[src/rtl/pitman_yor_table_seater_unit_assert.svh]
// Assertion macros for the Pitman-Yor table seater.
// Used by the top level; expects i_clk and i_rst_n in the including scope.
`ifndef PITMAN_YOR_TABLE_SEATER_UNIT_ASSERT_SVH
`define PITMAN_YOR_TABLE_SEATER_UNIT_ASSERT_SVH

// A condition that must hold at every clock edge out of reset.
`define PYTS_ASSERT_HOLD(lbl, cond, msg) \
    lbl: assert property (@(posedge i_clk) disable iff (!i_rst_n) (cond)) else $error(msg);

// A consequence that must hold in the cycle after its trigger.
`define PYTS_ASSERT_NEXT(lbl, trig, cons, msg) \
    lbl: assert property (@(posedge i_clk) disable iff (!i_rst_n) (trig) |=> (cons)) \
        else $error(msg);

`endif

[src/rtl/pyts_pkg.sv]
// Shared types and constants of the Pitman-Yor table seater.
// No dependencies; imported by the interfaces, store, top level and testbench.
package pyts_pkg;

    localparam int WORD_W    = 32;
    localparam int DISH_W    = 32;
    localparam int CFG_W     = 16;
    localparam int CFG_IDX_W = 4;
    localparam int TIDX_W    = 6;
    localparam int FRAC_BITS = 16;

    localparam logic [CFG_IDX_W-1:0] CFG_CONCENTRATION = 4'd0;
    localparam logic [CFG_IDX_W-1:0] CFG_DISCOUNT      = 4'd1;

    localparam logic [CFG_W-1:0] CONC_RESET = 16'd256;
    localparam logic [CFG_W-1:0] DISC_RESET = 16'd0;

    typedef enum logic [2:0] {
        S_IDLE,
        S_PREP,
        S_MUL_LO,
        S_MUL_HI,
        S_THR,
        S_SCAN,
        S_FINISH
    } t_state;

endpackage

[src/rtl/pyts_store.sv]
// Per-table storage: seat counts and dishes, one read and one write port.
// Depends on pyts_pkg; read data comes in the cycle after the address.
module pyts_store
    import pyts_pkg::*;
#(
    parameter int MAX_TABLES = 64,
    parameter int COUNT_BITS = 16,
    parameter int IDX_W      = 6
) (
    input  logic                  i_clk,
    input  logic                  i_rd_en,
    input  logic [IDX_W-1:0]      i_rd_addr,
    output logic [COUNT_BITS-1:0] o_rd_count,
    output logic [DISH_W-1:0]     o_rd_dish,
    input  logic                  i_wr_en,
    input  logic [IDX_W-1:0]      i_wr_addr,
    input  logic [COUNT_BITS-1:0] i_wr_count,
    input  logic [DISH_W-1:0]     i_wr_dish
);

    logic [COUNT_BITS-1:0] r_count_mem [MAX_TABLES];
    logic [DISH_W-1:0]     r_dish_mem  [MAX_TABLES];

    always_ff @(posedge i_clk) begin
        if (i_wr_en) begin
            r_count_mem[i_wr_addr] <= i_wr_count;
            r_dish_mem[i_wr_addr]  <= i_wr_dish;
        end
    end

    always_ff @(posedge i_clk) begin
        if (i_rd_en) begin
            o_rd_count <= r_count_mem[i_rd_addr];
            o_rd_dish  <= r_dish_mem[i_rd_addr];
        end
    end

endmodule

[config.mk]
export PLATFORM = sky130hd
export DESIGN_NAME = pyts_store
export DESIGN_NICKNAME = d
export VERILOG_FILES = /design/src/rtl/pitman_yor_table_seater_unit_assert.svh /design/src/rtl/pyts_pkg.sv /design/src/rtl/pyts_store.sv
export SDC_FILE = /design/constraint.sdc
export NUM_CORES = 2
export LEC_CHECK = 0
export ABC_AREA = 1
export BUFFER_PORTS_ARGS = -buffer_cell sky130_fd_sc_hd__buf_2
export CAP_MARGIN = 20
export CORE_AREA = 2 2 426 597
export CTS_BUF_LIST = sky130_fd_sc_hd__clkbuf_8
export DETAILED_ROUTE_END_ITERATION = 12
export DIE_AREA = 0 0 428 599
export MAX_ROUTING_LAYER = met4
export PLACE_DENSITY_LB_ADDON = 0.08
export SLEW_MARGIN = 20
export SYNTH_ARGS = -nofsm -noshare
export SYNTH_HDL_FRONTEND = slang
export SYNTH_SLANG_ARGS = --single-unit
[constraint.sdc]
create_clock -name i_clk -period 7.74 [get_ports i_clk]
set_input_delay 1.161 -clock i_clk [delete_from_list [all_inputs] [get_ports i_clk]]
set_output_delay 1.161 -clock i_clk [all_outputs]
set_load 0.03 [all_outputs]
# == Word level (Yosys, flattened, before mapping) ==
# Memories as Yosys holds them, arrays and structs flattened. A register that Yosys moved wholly into a read port is not among the register bits.
# Cells that the tools add are included.
# totals
register_bits,0
ramBits,3072
inputBits,63
output_inout_bits,48
word_cells,4
mem_count,2
# classes
mux,2
# memory_table
memory,words,word_bits,rd,rd_clocked_by_memory_dff,wr,line_no,text
r_dish_mem,64,32,1,1,1,pyts_store.sv:22,logic [DISH_W-1:0] r_dish_mem [MAX_TABLES];
r_count_mem,64,16,1,1,1,pyts_store.sv:21,logic [COUNT_BITS-1:0] r_count_mem [MAX_TABLES];
# ops
operator,n
$mux 1,2

# == Longest topological paths before layout ==
# logic_depth
ltp_word,2
mapped_depth,13
depth_no_buf,9

# == Worst setup path after synthesis ==
# No wires, ideal clock.
# synth_timing
path_kind,input port to flip-flop
startpoint,input i_wr_en
endpoint,memory r_count_mem[0][0] (enable)
setup_time_ns,0.454
arrival_ns,3.726
setup_slack_ns,3.560
cell_stages,3
n_path_buf,1
path_cell_list,clkbuf_1 > nand4_1 > nor2_1
# synth_via
elab_chain_len,2
# synth_rtl
item,line_no,text
"start, declared",pyts_store.sv:15,"input logic i_wr_en,"
$mux 1,pyts_store.sv:25,if (i_wr_en) begin
$mux 1 (not written as such),pyts_store.sv:26,r_count_mem[i_wr_addr] <= i_wr_count;
"end, declared",pyts_store.sv:21,
# Every way passes these cells.

# == Final worst setup path ==
# layout_timing
startpoint,input i_wr_addr[0]
endpoint,memory r_count_mem[62][1] (enable)
# layout_rtl
item,line_no,text
"start, declared",pyts_store.sv:16,"input logic [IDX_W-1:0] i_wr_addr,"
# No word-level cell before the write port.

==> impl_metrics.json <==
{
  "max_freq_ghz": 0.2759,
  "synth-seq-cells": 3120,
  "rows": 218,
  "maxCapViolCount": 0,
  "syn_area_mm2": 0.1248,
  "h-tree-depth": 5,
  "cts_tree": "done",
  "worstMarginPinSlew_ns": 1.211,
  "status": "complete, no violations",
  "synth.net_count": 10180,
  "syn_to_final_growth_pct": 9.405,
  "syn_inst": 10120,
  "synth_flop_cell": "edfxtp_1",
  "hold_viol": 0,
  "hold_buffers": 0,
  "finalSetupTns_ns": 0,
  "dpl.hpwl_um": 209500,
  "irDropWorstVdd_uv": 134.3,
  "required_ns": 8.40,
  "fin_worst_skew_ns": 0.05140,
  "die_area_mm2": 0.2564,
  "worstSetupEndpointType": "flop",
  "critPathSlowestCell": "nor2_4",
  "synth-edff-count": 3120,
  "leakage_nw": 48.36,
  "max-slew-margin-rel_pct": 19.28,
  "grt_first_pass_wirelength_um": 574700,
  "die_y_um": 599,
  "yosys-top-cells-area": "edfxtp_1 (75%), nand3_1 (11%), nand2_1 (10%)",
  "fin_util_pct": 54.33,
  "first_pass_iters": 8,
  "setup.worst_path.start_class": "input pin",
  "cts_sinks": 3120,
  "hold_path.startpoint": "i_wr_dish[14]",
  "synthTopCellsByCount": "nand2_1 (3394), edfxtp_1 (3120), nand3_1 (2847)",
  "grt_antenna_before_repair": 30,
  "drtAntennaViolNets": 0,
  "yosysWarnings": 0,
  "portBuffers": 110,
  "clkTransAtPathRegs_ns": 0.07,
  "routed_wl_um": 405400,
  "cts-resized-gates": 0,
  "drive_gt1_share_pct": 8.785,
  "max_stage_delay_ns": 1.22,
  "drc": 0,
  "grt_max_degree": 213,
  "clock_latency_ns": 1.07,
  "hold_depth": 1,
  "min_period_over_period_pct": 46.82,
  "yosysTopAreaCellShare_pct": 75.10,
  "coreArea_mm2": 0.2512,
  "gp_congestion": 0.8484,
  "synth_cell_types": 16,
  "wire_per_inst_um": 29.13,
  "slew_violations": 0,
  "cp_max_fo": 29,
  "synth_top_area_cell": "edfxtp_1",
  "grt_pass1_vias": 78590,
  "synth.most_common_cell": "nand2_1",
  "power_density_mw_per_mm2": 242.5,
  "r2r_cells": 8,
  "crit_type": "in2reg",
  "hold_class": "in2reg",
  "timing.rr.start": "r_count_mem[47][11]$_DFFE_PP_",
  "rsz0062_at_grt": "no",
  "die_w_um": 428,
  "grt_overflow": 0,
  "vias": 82700,
  "r2r_end": "o_rd_count[11]$_DFFE_PP_",
  "nNetsFinal": 10300,
  "cts_max_path_buffers": 4,
  "cts_buffers": 465,
  "fin_crit_ns": 3.624,
  "crit_chain": "buf_2 > inv_1 > nand4_1 > nor2_4 > buf_4",
  "io_pins": 111,
  "drt_iter0_drc": 10200,
  "holdPathEnd": "r_dish_mem[53][14]$_DFFE_PP_",
  "cts-root-buf": "clkbuf_8",
  "via_per_inst": 5.942,
  "start_util_pct": 49.66,
  "async_flop_share_pct": 0,
  "setup_viol": 0,
  "yosysSeqAreaShare_pct": 75.10,
  "avgSynthCellArea_um2": 12.33,
  "r2r_slack_ns": 5.90,
  "grt_util_all_layers_pct": 31.97,
  "arrival_ns": 4.28,
  "postCtsSetupRepairBufs": 0
}
-- how the worst max path moves through the flow --
| stage | startpoint | endpoint | slack [ns] | depth (start not counted) |
|---|---|---|---|---|
| floorplan | i_wr_en | r_count_mem[0][0]$_DFFE_PP_ | 3.56 | 3 |
| global placement | i_wr_addr[1] | r_dish_mem[61][9]$_DFFE_PP_ | 3.10 | 5 |
| detailed placement | i_wr_addr[0] | r_dish_mem[34][20]$_DFFE_PP_ | 3.05 | 5 |
| CTS | i_wr_addr[0] | r_dish_mem[62][28]$_DFFE_PP_ | 4.22 | 5 |
| global route | i_rd_addr[0] | o_rd_count[9]$_DFFE_PP_ | 4.02 | 11 |
| finish | i_wr_addr[0] | r_count_mem[62][1]$_DFFE_PP_ | 4.12 | 5 |
-- sequential cells by signal, indices dropped and copies added (netlist names) --
name and flops:
r_count_mem 1024, o_rd_dish 32, o_rd_count 16, r_dish_mem 2048
-- per-layer routing --
metal  GRT usage (%)  wire (µm)  part of all wire (%)  vias up
met1           40.77     156000                    38    41310
met2           51.36     196600                    48     4194
met5               -          0                     0        -
li1                -          -                     -    36380
met3           5.937      36900                   9.1      807
met4           11.87      15930                   3.9        0
-- final cells by class --
type,count,area (µm²)
well taps,3300,4129
repair buffers,329,2714
multi-input cells,6313,27760
clock buffers,474,6524
flip-flops and latches,3120,93690
clock inverters,350,1534
diodes,20,50.05
fillers,21040,114700
inverters,12,91.34
-- stage by stage --
stage               area [µm²]  hold slack [ns]  worst slack, ns  cells  total power [mW]
global route            136500           0.6300            4.019  13910             34.08
global placement        128200           0.8662            3.096  13070             21.30
detailed placement      128300           0.8708            3.052  13070             21.32
floorplan               124800           0.7969            3.560  10120             20.34
CTS                     136400           0.5833            4.224  13900             33.23
finish                  136500           0.6595            4.116  13920             33.10
-- kinds of logic after synthesis --
family | share of synthesized area, %
buffers and inverters | 3.037
and+or+nand+nor | 21.87
DFF | 75.10
-- critical path, delay by kind of cell --
| kind | cells | cell delay, ns |
|---|---|---|
| buffers and inverters | 3 | 1.03 |
| AND/OR/NAND/NOR | 2 | 2.03 |
-- cell usage in the layout, fill, tap and decap left out, drive strengths merged --
cell type	count
bufinv	4
diode	20
buf	329
edfxtp	3120
nor2	64
inv	185
clkinvlp	4
clkinv	169
nand2	3394
nand3	2847
clkbuf	474
nand4	8
-- power by group --
group / total (mW) / switching (mW) / internal, mW
registers: 18.8 / 0.0784 / 18.7
clock network: 12.1 / 6.33 / 5.78
logic: 2.17 / 1.68 / 0.487
total: 33.1 / 8.09 / 25.0
Note: power is estimated with default switching activity, not from simulation.
